### config.mk
export PLATFORM = sky130hd
export DESIGN_NAME = sensor_minmax_calibrate_normalize
export DESIGN_NICKNAME = d
export VERILOG_FILES = /design/src/rtl/core/smmcn_pkg.sv /design/src/rtl/core/smmcn_div.sv /design/src/rtl/core/sensor_minmax_calibrate_normalize.sv
export SDC_FILE = /design/constraint.sdc
export NUM_CORES = 1
export LEC_CHECK = 0
export BUFFER_PORTS_ARGS = -buffer_cell sky130_fd_sc_hd__buf_2
export CORE_MARGIN = 2
export CORE_UTILIZATION = 60
export CTS_BUF_LIST = sky130_fd_sc_hd__clkbuf_16
export CTS_CLUSTER_DIAMETER = 60
export DETAILED_ROUTE_END_ITERATION = 7
export PLACE_DENSITY = 0.78
export SETUP_SLACK_MARGIN = 0.05
export SYNTH_ARGS = -nofsm -noshare
export SYNTH_HDL_FRONTEND = slang
export SYNTH_SLANG_ARGS = --single-unit
### constraint.sdc
create_clock -name clk -period 13.3 [get_ports clk]
set_clock_uncertainty 0.05 [all_clocks]
set_input_delay 1.33 -clock clk [delete_from_list [all_inputs] [get_ports clk]]
set_output_delay 1.33 -clock clk [all_outputs]
set_load 0.005 [all_outputs]
### src/rtl/core/smmcn_pkg.sv
// Package for the sensor min/max calibration and percent normalization block.
// Holds item types, operation codes and shared constants; depends on nothing.
package smmcn_pkg;

    localparam int CHANNELS_DEF    = 5;
    localparam int SAMPLE_BITS_DEF = 12;
    localparam int LEVEL_BITS      = 7;

    localparam logic [LEVEL_BITS-1:0] PERCENT = LEVEL_BITS'(100);

    localparam logic [1:0] FUNC_CLEAR     = 2'd0;
    localparam logic [1:0] FUNC_CALIBRATE = 2'd1;
    localparam logic [1:0] FUNC_NORMALIZE = 2'd2;

    typedef struct packed {
        logic [1:0]  func;
        logic [2:0]  channel;
        logic [11:0] sample;
    } in_item_t;

    typedef struct packed {
        logic [LEVEL_BITS-1:0] level;
        logic                  range_error;
    } out_item_t;

endpackage

### src/rtl/core/smmcn_div.sv
// Restoring divider that forms the 7-bit percent quotient, one bit per cycle.
// Depends on smmcn_pkg for the quotient width.
module smmcn_div #(
    parameter int SAMPLE_BITS = smmcn_pkg::SAMPLE_BITS_DEF
) (
    input  logic                                 clk,
    input  logic                                 rst_n,
    input  logic                                 start,
    input  logic [SAMPLE_BITS+6:0]               prod,
    input  logic [SAMPLE_BITS-1:0]               span,
    output logic                                 done,
    output logic [smmcn_pkg::LEVEL_BITS-1:0]     quo
);

    localparam int DW = SAMPLE_BITS + 7;
    localparam int QW = smmcn_pkg::LEVEL_BITS;
    localparam int SW = $clog2(QW);

    logic [DW-1:0] rem_reg;
    logic [DW-1:0] dv_reg;
    logic [QW-1:0] quo_reg;
    logic [SW-1:0] step_reg;
    logic          busy_reg;
    logic          done_reg;
    logic          fits;

    assign fits = (rem_reg >= dv_reg);

    always_ff @(posedge clk or negedge rst_n)
    begin
        if (!rst_n)
        begin
            busy_reg <= 1'b0;
            done_reg <= 1'b0;
            step_reg <= '0;
        end
        else
        begin
            done_reg <= 1'b0;
            if (start)
            begin
                busy_reg <= 1'b1;
                step_reg <= '0;
            end
            else if (busy_reg)
            begin
                step_reg <= step_reg + 1'b1;
                if (step_reg == SW'(QW - 1))
                begin
                    busy_reg <= 1'b0;
                    done_reg <= 1'b1;
                end
            end
        end
    end

    always_ff @(posedge clk)
    begin
        if (start)
        begin
            rem_reg <= prod;
            dv_reg  <= DW'(span) << (QW - 1);
            quo_reg <= '0;
        end
        else if (busy_reg)
        begin
            if (fits)
            begin
                rem_reg <= rem_reg - dv_reg;
            end
            quo_reg <= {quo_reg[QW-2:0], fits};
            dv_reg  <= dv_reg >> 1;
        end
    end

    assign done = done_reg;
    assign quo  = quo_reg;

endmodule

### src/rtl/core/sensor_minmax_calibrate_normalize.sv
// A normalize item that divides runs the check, 7 divide steps, quotient capture and output
// register load; the next item is taken after that load. One that ends without dividing
// goes from the check to the output load, or straight to it for a bad channel. Calibrate
// items write the extremes in the check state; clear and ignored items need only the idle
// state. A result waiting behind a stalled one holds the input. Reset and clear items drop the
// per-channel valid bits of the extremes memory at once. Depends on smmcn_pkg and smmcn_div.
module sensor_minmax_calibrate_normalize #(
    parameter int CHANNELS    = smmcn_pkg::CHANNELS_DEF,
    parameter int SAMPLE_BITS = smmcn_pkg::SAMPLE_BITS_DEF
) (
    input  logic                 clk,
    input  logic                 rst_n,
    input  logic                 sample_valid,
    output logic                 sample_stall,
    input  smmcn_pkg::in_item_t  sample_item,
    output logic                 result_valid,
    input  logic                 result_stall,
    output smmcn_pkg::out_item_t result_item
);

    localparam int CH_W = (CHANNELS > 1) ? $clog2(CHANNELS) : 1;
    localparam int SB   = SAMPLE_BITS;
    localparam int PW   = SAMPLE_BITS + 7;
    localparam int LW   = smmcn_pkg::LEVEL_BITS;

    localparam logic [1:0] ST_IDLE = 2'd0;
    localparam logic [1:0] ST_CHK  = 2'd1;
    localparam logic [1:0] ST_DIV  = 2'd2;
    localparam logic [1:0] ST_PUT  = 2'd3;

    logic [2*SB-1:0] ext_mem [CHANNELS];
    logic [CHANNELS-1:0] vld_reg;

    logic [1:0]      state_reg, state_next;
    logic [2*SB-1:0] rd_reg;
    logic            rd_vld_reg;
    logic [SB-1:0]   s_reg;
    logic [CH_W-1:0] idx_reg;
    logic            norm_reg;
    logic [LW-1:0]   lvl_reg, lvl_next;
    logic            err_reg, err_next;
    logic            result_valid_reg;
    smmcn_pkg::out_item_t result_item_reg;

    logic            accept;
    logic            ok;
    logic [CH_W-1:0] idx;
    logic [SB-1:0]   hi, lo, cal_max, cal_min, span;
    logic [PW-1:0]   prod;
    logic            div_start;
    logic            div_done;
    logic [LW-1:0]   div_quo;
    logic            load_out;
    logic            cal_write;

    assign accept       = sample_valid && !sample_stall;
    assign sample_stall = (state_reg != ST_IDLE);
    assign ok           = (32'(sample_item.channel) < CHANNELS);
    assign idx          = CH_W'(sample_item.channel);

    assign hi      = rd_vld_reg ? rd_reg[2*SB-1:SB] : '0;
    assign lo      = rd_vld_reg ? rd_reg[SB-1:0] : '1;
    assign cal_max = (s_reg >= hi) ? s_reg : hi;
    assign cal_min = (s_reg <= lo) ? s_reg : lo;
    assign span    = hi - lo;
    assign prod    = PW'(s_reg - lo) * PW'(smmcn_pkg::PERCENT);

    assign cal_write = (state_reg == ST_CHK) && !norm_reg;
    assign load_out  = (state_reg == ST_PUT) && (!result_valid_reg || !result_stall);

    always_comb
    begin
        state_next = state_reg;
        lvl_next   = lvl_reg;
        err_next   = err_reg;
        div_start  = 1'b0;
        unique case (state_reg)
            ST_IDLE:
            begin
                if (accept && ok && (sample_item.func == smmcn_pkg::FUNC_CALIBRATE
                                     || sample_item.func == smmcn_pkg::FUNC_NORMALIZE))
                begin
                    state_next = ST_CHK;
                end
                else if (accept && !ok && sample_item.func == smmcn_pkg::FUNC_NORMALIZE)
                begin
                    lvl_next   = '0;
                    err_next   = 1'b1;
                    state_next = ST_PUT;
                end
            end
            ST_CHK:
            begin
                err_next = 1'b0;
                if (!norm_reg)
                begin
                    state_next = ST_IDLE;
                end
                else if (hi <= lo)
                begin
                    lvl_next   = '0;
                    err_next   = 1'b1;
                    state_next = ST_PUT;
                end
                else if (s_reg <= lo)
                begin
                    lvl_next   = '0;
                    state_next = ST_PUT;
                end
                else if (s_reg >= hi)
                begin
                    lvl_next   = smmcn_pkg::PERCENT;
                    state_next = ST_PUT;
                end
                else
                begin
                    div_start  = 1'b1;
                    state_next = ST_DIV;
                end
            end
            ST_DIV:
            begin
                if (div_done)
                begin
                    lvl_next   = div_quo;
                    state_next = ST_PUT;
                end
            end
            ST_PUT:
            begin
                if (load_out)
                begin
                    state_next = ST_IDLE;
                end
            end
            default:
            begin
                state_next = ST_IDLE;
            end
        endcase
    end

    smmcn_div #(
        .SAMPLE_BITS(SAMPLE_BITS)
    ) u_div (
        .clk   (clk),
        .rst_n (rst_n),
        .start (div_start),
        .prod  (prod),
        .span  (span),
        .done  (div_done),
        .quo   (div_quo)
    );

    always_ff @(posedge clk or negedge rst_n)
    begin
        if (!rst_n)
        begin
            state_reg        <= ST_IDLE;
            vld_reg          <= '0;
            result_valid_reg <= 1'b0;
        end
        else
        begin
            state_reg <= state_next;
            if (accept && sample_item.func == smmcn_pkg::FUNC_CLEAR)
            begin
                vld_reg <= '0;
            end
            else if (cal_write)
            begin
                vld_reg[idx_reg] <= 1'b1;
            end
            if (load_out)
            begin
                result_valid_reg <= 1'b1;
            end
            else if (!result_stall)
            begin
                result_valid_reg <= 1'b0;
            end
        end
    end

    always_ff @(posedge clk)
    begin
        if (accept && ok)
        begin
            rd_reg     <= ext_mem[idx];
            rd_vld_reg <= vld_reg[idx];
        end
        if (cal_write)
        begin
            ext_mem[idx_reg] <= {cal_max, cal_min};
        end
    end

    always_ff @(posedge clk)
    begin
        if (accept)
        begin
            s_reg    <= SB'(sample_item.sample);
            idx_reg  <= idx;
            norm_reg <= (sample_item.func == smmcn_pkg::FUNC_NORMALIZE);
        end
        lvl_reg <= lvl_next;
        err_reg <= err_next;
        if (load_out)
        begin
            result_item_reg.level       <= lvl_reg;
            result_item_reg.range_error <= err_reg;
        end
    end

    assign result_valid = result_valid_reg;
    assign result_item  = result_item_reg;

endmodule
## Yosys cells after proc, flatten, opt, wreduce, memory -nomap -nowiden

Memory sizes are Yosys's and may differ from the RTL's. A register that Yosys moved wholly into a read port is not among the register bits.
Cells that the tools add are included.

- Bits of input ports: 21
- Flip-flop bits (word level): 90
- Memories: 1
- Word-level logic and storage cells: 131
- Output and inout bits: 10
- Bits in writable memories: 120

Memories:

| memory | depth | bits a word | rd ports | clocked after Yosys merged registers in | write ports | RTL line | text |
|---|---|---|---|---|---|---|---|
| ext_mem | 5 | 24 | 1 | 1 | 1 | sensor_minmax_calibrate_normalize.sv:31 | `logic [2*SB-1:0] ext_mem [CHANNELS];` |

- Equal/unequal tests: 14
- $lt $le $gt $ge: 8
- Reduce and logical (&&, ||, !) cells: 29
- Multiply operators: 1
- Bitwise gates (word level): 1
- Add/sub/neg operators: 4
- Muxes and demuxes: 54

Operators with widths:

| operator | number |
|---|---|
| $mux 19 | 3 |
| $mux 7 | 7 |
| $mux 12 | 4 |
| $mux 18 | 2 |
| $le 12x12->1 | 2 |
| $mux 1 | 24 |
| $pmux 7 s3 | 1 |
| $ge 19x18->1 | 1 |
| $mul 19x5->17 const B | 1 |
| $sub 19x18->19 | 1 |
| $sub 12x12->13 | 1 |
| $ge 12x12->1 | 1 |
| $sub 12x12->12 | 1 |
| $mux 2 | 5 |
| $mux 5 | 2 |
| $reduce_bool 2->1 | 5 |
| $logic_and 1x1->1 | 9 |
| $lt 3x4->1 const B | 2 |
| $ne 2x2->1 const B | 4 |
| $pmux 2 s4 | 1 |
| $eq 2x2->1 const B | 3 |
| $mux 3 | 2 |
| $reduce_and 3->1 | 2 |
| $reduce_and 6->1 | 1 |
| 17 further kinds | 26 |

## Longest topological paths before layout

Gate-level depths: netlist of the first run.

- Depth in word-level cells: 9
- Mapped depth: 26
- Depth with buffers taken out: 24

## Cells and area by module

A second synthesis of the first run with hierarchy kept.

- Cell total of the unflattened synthesis: 1,086
- Area total of the unflattened synthesis: 13,102.6 um2

By module, submodules not included:

| module | times used | sequential area each (um2) | area each (um2) | cells each |
|---|---|---|---|---|
| sensor_minmax_calibrate_normalize | 1 | 5,515.3 | 10,038.4 | 745 |
| smmcn_div | 1 | 1,316.3 | 3,064.2 | 341 |

## Least setup slack after synthesis of the first run

No wires, ideal clock.

- Kind: register to register
- Start point: register rd_vld_reg
- End point: register u_div.rem_reg[18], data pin
- Library setup time: 150 ps
- Stages on the path, launching flop included: 27
- Arrival time: 4,935 ps
- Setup slack: 8,165 ps
- Required time: 13,100 ps
- Clock period less this slack: 5,135 ps
- Cell sequence: edfxtp_1 -> buf_6 -> clkbuf_1 -> nand2b_1 -> ha_1 -> inv_1 -> ha_1 -> nand2b_1 -> o21ai_0 -> a21oi_1 -> a311oi_2 -> o21bai_1 -> a21oi_1 -> xnor2_1 -> ha_1 -> ha_1 -> inv_1 -> fa_1 -> inv_1 -> ha_1 -> o21a_1 -> o31a_1 -> o2111ai_1 -> a31oi_1 -> nor2_1 -> xnor3_1 -> o22ai_2

- Word-level cells in the longest chain between the ends: 8

RTL lines:

| element | RTL line | text |
|---|---|---|
| start, declared | sensor_minmax_calibrate_normalize.sv:36 | `logic rd_vld_reg;` |
| start signal, assigned | sensor_minmax_calibrate_normalize.sv:190 | `rd_vld_reg <= vld_reg[idx];` |
| parallel branches: the longest is 7 deep, another holds $mul 19x5->17 | - |  |
| $mux 19 (*) | smmcn_div.sv:59 | `if (start)` |
| end signal, assigned | smmcn_div.sv:61 | `rem_reg <= prod;` |
| end signal, assigned | smmcn_div.sv:69 | `rem_reg <= rem_reg - dv_reg;` |
| end, declared | smmcn_div.sv:19 | `logic [DW-1:0] rem_reg;` |

Every way passes the cells marked *.
A chain may end at the register's enable or synchronous reset.

## Worst setup path in the final report of the first run

Ends and elaborated chain as after synthesis.

==> results_dict.tcl, run 1 <==
set metrics [dict create \
    outcome "complete, no violations" \
    grt_start_max_net_pins 35 \
    grt_pass1_wl_um 40500 \
    slew_headroom_pct 26.9 \
    largest_reg_flops 120 \
    drive_gt1_share_pct 13.2 \
    nNetsFinal 1204 \
    cts.path.max_buffers 3 \
    yosys-top-cells-area "edfxtp_1, ha_1, mux4_2" \
    grt_pass1_vias 8004 \
    clkSinkCount 234 \
    cts_hold_buf 0 \
    synth_seq_cells 234 \
    cellLeakagePower_nw 5.56 \
    max-cap-violations 0 \
    synth_cells 1043 \
    utilization_pct 66.7 \
    reg2reg_slack_ns 7.80 \
    max_freq_mhz 182 \
    core_area_um2 21000 \
    hold_viol_final 0 \
    worstPathArrival_ns 5.80 \
    port_buffers 30 \
    synth_cell_type_count 81 \
    finalCriticalPeriod_ns 5.50 \
    period_share_pct 41.3 \
    synth_area_um2 12800 \
    power_density_nw_per_um2 217 \
    avgSynthCellArea_um2 12.3 \
    yosysSeqAreaShare_pct 53.2 \
    viasPerCell 5.88 \
    start_util_pct 60.9 \
    numCtsBuffers 24 \
    cp.required_ns 13.60 \
    antenna_found_initial 0 \
    path_clk_slew_ns 0.06 \
    root_buffer "clkbuf_16" \
    critical_path_class "reg -> reg" \
    drt_iter0_markers 435 \
    final_cells 1365 \
    synth-async-reset-ratio_pct 5.56 \
    synth_edf_count 206 \
    ys_dominant_reg_cell "edfxtp_1" \
    worstHoldPathType "reg -> reg" \
    peakVddDrop_mv 0.126 \
    gp_congestion 0.895 \
    synthDominantCellAreaShare_pct 48.3 \
    die_h_um 150 \
    n_fill_cell 1545 \
    yosys.area.top_type "edfxtp_1" \
    area_growth_syn_to_layout_pct 9.39 \
    finalSetupTns_ns 0 \
    h-tree-depth 1 \
    cts_resized 0 \
    post_drt_wl_per_cell_um 18.0 \
    first_pass_iters 5 \
    clk_latency_ns 0.53 \
    die_x_um 150 \
    antennaDiodeCount 0 \
    cts_tree "done" \
    grt_setup_unrepaired "false" \
    drcViolationCount 0 \
    setup-violations-final 0 \
    dp.cells 1324 \
    place_hpwl_um 17500 \
    cp-end-kind "flop" \
    rows 53 \
    vias 8028 \
    tightestPinTransition_ns 1.09 \
    grt_use_total_pct 22.7 \
    drt-total-wl_um 24600 \
    ios 31 \
    fp.dieArea_um2 22500 \
    cp-start-kind "flop" \
    finalMaxSlewViolations 0 \
    power.total_mw 3.04 \
    synth_nets 1172 \
    ys_warn_count 0 \
    crit_fanout 27 \
    cts_setup_buffers 0 \
    route.antenna.remaining_nets 0 \
    overflow 0 \
]
-- power breakdown --
group	internal (mW)	switching, mW	leakage, nW
clock network	0.377	0.266	0.391
registers	0.939	0.0469	2.14
logic	0.611	0.802	3.03
-- cell usage in the layout (no fill, tap or decap), drive strengths merged, types with 12 or more instances in the layout --
master  instances
nor3           12
a21o           19
ha             95
edfxtp        206
dfxtp          15
a21oi          46
o21a           12
nand2b         14
clkbuf         25
xor2           24
xnor2          29
mux2           27
o21ai          66
mux4           25
dfrtp          13
nand3          19
fa             13
inv           105
mux2i          13
buf            40
nand2          83
nor2           61
-- cells in the mapped netlist, types with 10 or more instances --
master / number
a21oi_1: 45
o21ai_0: 55
o21ai_1: 11
mux4_2: 25
dfrtp_1: 13
a21o_1: 19
nand2b_1: 13
clkbuf_1: 22
ha_1: 95
mux2_2: 27
nor3_1: 12
xnor2_1: 29
a31oi_1: 10
fa_1: 13
dfxtp_1: 15
nand2_1: 82
edfxtp_1: 206
and2_1: 10
nor2_1: 61
inv_1: 97
mux2i_1: 13
nand3_1: 18
o21a_1: 12
xor2_1: 24
-- per-layer routing --
layer	part of all wire [%]	vias to the layer above	global-route usage, %
met5	0	-	0
met4	1.9	0	6.65
met3	4.4	43	3.03
met2	47	172	37.8
met1	47	3922	31.7
li1	-	3891	-
-- final cells by class --
type	count	area, um^2	area share (%)
sequential	234	6810	48.6
multi-input combinational	678	5510	39.3
inverter	97	364	2.60
clock inverter	16	134	0.955
clock buffer	25	626	4.46
tap	275	344	2.46
timing repair buffer	40	225	1.61
-- worst max-delay path, stage by stage (launching register included) --
cell and delay [ns]:
edfxtp_1 0.33, buf_4 0.29, or2b_1 0.30, xnor2_1 0.14
ha_1 0.23, nand2b_1 0.14, o21ai_0 0.15, a21oi_1 0.10
a311oi_2 0.34, o21bai_1 0.10, a21oi_1 0.19, xnor2_1 0.20
ha_1 0.29, ha_1 0.27, inv_1 0.05, fa_1 0.49
inv_1 0.04, ha_1 0.34, o21a_1 0.21, o31a_1 0.13
o2111ai_1 0.23, a31oi_1 0.12, nor2_1 0.13, xnor3_1 0.33
o22ai_2 0.14
-- kinds of logic (layout without fill, tap and decap cells) --
group,count (synthesis),after routing,share of synthesized area [%]
xor gates and xnor gates,54,54,3.80
buffers and inverters,131,178,4.05
and+or+nand+nor,241,241,9.25
DFF,234,234,53.2
AOI/OAI and AO/OA,209,209,10.5
muxes,65,65,7.78
adders and majority gates,109,109,11.4
-- worst paths after layout --
kind	depth (start not counted)	endpoint	from
setup / recovery	24	u_div.rem_reg[18]	rd_vld_reg
hold / removal	0	result_item[2]	lvl_reg[1]
setup reg to reg	24	u_div.rem_reg[18]	rd_vld_reg
hold reg to reg	0	result_item[2]	lvl_reg[1]
max in group asynchronous	1	result_valid	rst_n
min in group asynchronous	1	vld_reg[4]	rst_n
-- per-stage QoR --
step / setup slack, ns / hold WS [ns] / instance area (um^2)
floorplan: 8.16 / 0.350 / 12800
global placement: 7.95 / 0.352 / 13300
detailed placement: 7.87 / 0.359 / 13300
CTS: 7.82 / 0.374 / 14000
global route: 7.42 / 0.377 / 14000
finish: 7.80 / 0.373 / 14000
Note: power is estimated with default switching activity, not from simulation.
==> run 2: changes to the inputs <==
--- a/config.mk
+++ b/config.mk
@@ -5,6 +5,7 @@
 export SDC_FILE = /design/constraint.sdc
 export NUM_CORES = 1
 export LEC_CHECK = 0
+export ABC_AREA = 1
 export BUFFER_PORTS_ARGS = -buffer_cell sky130_fd_sc_hd__buf_2
 export CORE_MARGIN = 2
 export CORE_UTILIZATION = 60
==> constraint.sdc (replaced) <==
create_clock -name clk -period 5.3 [get_ports clk]
set_clock_uncertainty 0.05 [all_clocks]
set_input_delay 0.53 -clock clk [delete_from_list [all_inputs] [get_ports clk]]
set_output_delay 0.53 -clock clk [all_outputs]
set_load 0.005 [all_outputs]
==> results_dict.tcl, run 2 <==
set metrics [dict create \
    outcome "complete, no violations" \
    grt_use_total_pct 24.8 \
    die_x_um 154 \
    layout_common_cells "nand2_1, nor2_1, edfxtp_1" \
    drive_gt1_share_pct 6.66 \
    rows 54 \
    period_share_pct 91.5 \
    power.total_mw 3.72 \
    vias 10200 \
    yosys.area.top_type "edfxtp_1" \
    pwr-share-clk_pct 44.7 \
    cp_top_family "adder cells" \
    max-cap-violations 0 \
    final_common_cell "nand2_1" \
    antennaDiodeCount 0 \
    cp-end-kind "flop" \
    crit_fanout 20 \
    port_buffers 30 \
    place_hpwl_um 20900 \
    p_sw_share_pct 20.3 \
    worstPathArrival_ns 5.19 \
    path_common_cell "nand2_1" \
    post-synth-top-count-cell "nand2_1" \
    slew_headroom_pct 28.9 \
    post_dp_cell_area_um2 13900 \
    p_seq_share_pct 53.3 \
    area_growth_syn_to_layout_pct 8.97 \
    final_cells 1841 \
    ys_dominant_reg_cell "edfxtp_1" \
    synth_nets 1644 \
    hold_viol_final 0 \
    post_drt_wl_per_cell_um 15.9 \
    crit_buf_inv 6 \
    synth_cell_type_count 43 \
    path_clk_slew_ns 0.06 \
    worstHoldPathType "in -> reg" \
    finalSetupTns_ns 0 \
    cp-start-kind "flop" \
    grt_pass1_wl_um 47500 \
    synth_edf_count 206 \
    stdcell_area_um2 14700 \
    clkSinkCount 234 \
    first_pass_iters 5 \
    yosysSeqAreaShare_pct 50.4 \
    antenna_found_initial 0 \
    route.antenna.remaining_nets 0 \
    utilization_pct 67.1 \
    combPwrFrac_pct 2.1 \
    gp_congestion 0.980 \
    cellLeakagePower_nw 6.75 \
    setup-violations-final 0 \
    root_buffer "clkbuf_16" \
    avgSynthCellArea_um2 8.92 \
    peakVddDrop_mv 0.277 \
    critical_path_class "reg -> reg" \
    synth_seq_cells 234 \
    synth_area_um2 13500 \
    largest_reg_flops 120 \
    drcViolationCount 0 \
    grt_setup_unrepaired "false" \
    overflow 0 \
    p_sw_mw 0.754 \
    numCtsBuffers 25 \
    finalMaxSlewViolations 0 \
    ys_warn_count 0 \
    h-tree-depth 1 \
    slowest_delay_ns 0.49 \
    cts_tree "done" \
    n_fill_cell 1773 \
    synth-async-reset-ratio_pct 5.56 \
    cp.required_ns 5.65 \
    core_area_um2 22000 \
    ios 31 \
    viasPerCell 5.53 \
    fp.dieArea_um2 23700 \
    internal_power_mw 2.97 \
    cts.path.max_buffers 3 \
    grt_pass1_vias 9709 \
    yosys-top-cells-area "edfxtp_1, nand2_1, ha_1" \
    die_h_um 154 \
    dp.cells 1794 \
    clk_latency_ns 0.53 \
    drt_iter0_markers 608 \
    start_util_pct 61.6 \
    crit_path_top_delay_cell "fa_1" \
    max_freq_mhz 206 \
    grt_start_max_net_pins 54 \
    synth_cells 1515 \
    tightestPinTransition_ns 1.07 \
    finalCriticalPeriod_ns 4.85 \
    nNetsFinal 1672 \
    power_density_nw_per_um2 253 \
    synthDominantCellAreaShare_pct 45.8 \
    drt-total-wl_um 29300 \
    synth_common_cells "nand2_1, nor2_1, edfxtp_1, inv_1, o21ai_0" \
]
-- run 2: changes by cell type in the layout (fill, tap and decap cells not counted), moves of 18 or more --
cell	delta
mux2_2	-27
nand2_1	+259
nand3_1	+30
o21ai_0	+48
xnor2_1	-18
inv_1	+93
nor2_1	+168
a21oi_1	+27
mux4_2	-25
a31oi_1	+19
-- run 2: power by group through the flow --
stage | Sequential [mW] | Clock (mW) | Combinational [mW]
2_1_floorplan | 2.02 | 0 | 0.0484
3_3_place_gp | 2.02 | 0 | 0.0723
3_5_place_dp | 2.02 | 0 | 0.0750
4_1_cts | 1.98 | 1.68 | 0.0760
5_1_grt | 1.98 | 1.75 | 0.0862
6_report | 1.98 | 1.66 | 0.0767
-- run 2: cell families (layout without fill, tap and decap cells) --
logic type	Yosys count	in the layout	share of synthesized area (%)
adder cells (fa/ha/maj)	108	108	10.7
flip-flops	234	234	50.4
AND/OR/NAND/NOR	673	673	20.3
AO/OA/AOI/OAI	224	224	9.03
XOR/XNOR	40	40	2.59
buffers and inverters	236	282	6.99
-- run 2: layout make-up --
class	instances	area (um^2)	area share (%)
sequential	234	6810	46.2
multi-input combinational	1045	5800	39.4
inverter	193	724	4.92
clock buffer	25	626	4.25
tap	280	350	2.38
timing repair buffer	44	258	1.75
clock inverter	20	163	1.10
-- run 2: per-stage QoR --
step	hold WS (ns)	worst slack, ns
2_1_floorplan	0.184	0.261
3_3_place_gp	0.351	0.601
3_5_place_dp	0.357	0.450
4_1_cts	0.104	0.405
5_1_grt	0.110	0.0593
6_report	0.118	0.452
-- run 2: per-layer routing --
metal	vias up	track usage [%]	wire length, um
li1	5061	-	-
met5	-	0	0
met2	287	41.9	13900
met3	62	3.18	1510
met1	4777	33.0	13000
met4	0	8.99	978
-- run 2: path summary, 6_finish.rpt --
check,startpoint,end,slack [ns],cells past startpoint
min reg2reg,lvl_reg[3],result_item[4],0.37,0
max in group asynchronous,rst_n,result_valid,4.57,2
min in group asynchronous,rst_n,state_reg[0],0.38,2
min,sample_item[3],s_reg[3],0.12,1
max,rd_vld_reg,u_div.rem_reg[16],0.45,28
max reg2reg,rd_vld_reg,u_div.rem_reg[16],0.45,28
-- run 2: what timing repair did --
item	CTS	global route
buffers inserted	0	1
hold buffers	1	0
hold endpoints to repair	13	0
gates resized for setup	0	1
setup endpoints to repair	0	3
==> run 3: changes to the inputs <==
--- a/config.mk
+++ b/config.mk
@@ -16,4 +16,5 @@
 export SETUP_SLACK_MARGIN = 0.05
 export SYNTH_ARGS = -nofsm -noshare
 export SYNTH_HDL_FRONTEND = slang
+export SYNTH_HIERARCHICAL = 1
 export SYNTH_SLANG_ARGS = --single-unit
==> results_dict.tcl, run 3 <==
set metrics [dict create \
    drive_gt1_share_pct 8.70 \
    clk_latency_ns 0.52 \
    ios 31 \
    critical_path_class "reg -> reg" \
    post-synth-top-count-cell "nand2_1" \
    cp_top_family "adder cells" \
    hold_viol_final 0 \
    slowest_delay_ns 0.48 \
    nNetsFinal 1558 \
    grt_pass1_wl_um 45200 \
    ff2ff_path_depth 25 \
    reg2reg_slack_ns 0.32 \
    rows 54 \
    h-tree-depth 1 \
    cts.path.max_buffers 3 \
    setup-violations-final 0 \
    post_drt_wl_per_cell_um 16.4 \
    ys_warn_count 6 \
    dp_slack_ns 0.230 \
    period_share_pct 94.0 \
    synth_edf_count 208 \
    slew_headroom_pct 39.5 \
    cp-startpoint "rd_vld_reg" \
    core_area_um2 21600 \
    worstHoldPathType "in -> reg" \
    r2r-end "u_div/rem_reg[16]" \
    layout_common_cells "nand2_1, edfxtp_1, nor2_1" \
    final_common_cell "nand2_1" \
    tightestPinTransition_ns 0.905 \
    die_h_um 152 \
    drcViolationCount 0 \
    max_freq_mhz 201 \
    cp-start-kind "flop" \
    root_buffer "clkbuf_16" \
    numCtsBuffers 24 \
    worstPathArrival_ns 5.20 \
    cp.depth 25 \
    path_clk_slew_ns 0.06 \
    cts_tree "done" \
    synth_seq_cells 234 \
    crit_fanout 11 \
    antennaDiodeCount 0 \
    clkSinkCount 234 \
    synthDominantCellAreaShare_pct 47.8 \
    crit_buf_inv 4 \
    max-cap-violations 0 \
    cts_setup_buffers 0 \
    antenna_found_initial 0 \
    utilization_pct 66.4 \
    r2r_start "rd_vld_reg" \
    grt_pass1_vias 9035 \
    area_growth_syn_to_layout_pct 9.73 \
    peakVddDrop_mv 0.362 \
    route.antenna.remaining_nets 0 \
    multi_input_area_um2 5460 \
    gp_congestion 0.955 \
    viasPerCell 5.48 \
    port_buffers 30 \
    grt_use_total_pct 25.2 \
    synth-async-reset-ratio_pct 5.56 \
    synth_common_cells "nand2_1, edfxtp_1, nor2_1, inv_1, o21ai_0" \
    ys_dominant_reg_cell "edfxtp_1" \
    fp.dieArea_um2 23000 \
    timing.hold.ws_ns 0.129 \
    drt_iter0_markers 652 \
    place_hpwl_um 20500 \
    first_pass_iters 5 \
    yosys-top-cells-area "edfxtp_1, ha_1, nand2_1" \
    finalMaxSlewViolations 0 \
    yosysSeqAreaShare_pct 52.2 \
    power.total_mw 3.73 \
    die_x_um 152 \
    drt-total-wl_um 28400 \
    layout_setup_ws_ns 0.319 \
    cp-end-kind "flop" \
    seq_area_um2 6830 \
    grt_start_max_net_pins 54 \
    outcome "complete, no violations" \
    vias 9475 \
    power_density_nw_per_um2 260 \
    synth_cell_type_count 48 \
    timing.critical_path.to "u_div/rem_reg[16]" \
    overflow 0 \
    synth_area_um2 13100 \
    start_util_pct 60.5 \
    crit_path_top_delay_cell "fa_1" \
    cp.required_ns 5.52 \
    largest_reg_flops 120 \
    avgSynthCellArea_um2 9.36 \
    cellLeakagePower_nw 6.26 \
    finalCriticalPeriod_ns 4.98 \
    yosys.area.top_type "edfxtp_1" \
    synth_cells 1398 \
    n_fill_cell 1723 \
]
==> run 3: how the worst min path moves through the flow <==
stage                                end            from  slack, ns  cells past startpoint
after global routing            s_reg[5]  sample_item[5]       0.12                      1
after global placement    result_item[0]         err_reg       0.35                      0
after detailed placement  result_item[0]         err_reg       0.36                      0
final                           s_reg[6]  sample_item[6]       0.13                      1
after floorplan             result_valid           rst_n       0.18                      0
after CTS                       s_reg[3]  sample_item[3]       0.11                      1
==> run 3: layer usage <==
metal,up-vias,part of all wire (%),global-route usage (%)
met5,-,0,0
met4,0,2.6,7.41
met3,54,4.4,2.84
met2,252,49,44.1
met1,4414,43,33.3
li1,4755,-,-
==> run 3: what timing repair did <==
item	in CTS	in global routing
resized for setup	0	6
hold endpoints to repair	13	0
endpoints found under the setup margin	0	5
hold buffers	1	0
==> run 3: cell type report <==
class,instances,area share [%]
well taps,280,2.44
inverters,175,4.59
multi-input cells,952,38.1
repair buffers,43,1.77
flip-flops and latches,234,47.6
clock buffers,24,4.18
clock inverters,20,1.34
==> run 3: power by group <==
| group | switching (mW) | internal, mW | total (mW) |
|---|---|---|---|
| Sequential | 0.0000000000000000132 | 1.98 | 1.98 |
| Combinational | 0.0497 | 0.0252 | 0.0748 |
| Clock | 0.692 | 0.979 | 1.67 |
| Total | 0.742 | 2.99 | 3.73 |
==> run 3: cell families after synthesis <==
kind of cell | synth area share, %
other cells | 0.0287
buf+inv | 6.44
compound gates | 9.53
xor+xnor | 2.41
fa+ha+maj | 10.9
simple gates | 18.5
flops | 52.2
==> run 3: through the flow <==
stage           TNS, ns  cell area [um^2]  std cells
2_1_floorplan         0             13100       1399
3_3_place_gp          0             13500       1683
3_5_place_dp          0             13500       1683
4_1_cts               0             14300       1728
5_1_grt        -0.00540             14400       1728
6_report              0             14400       1728
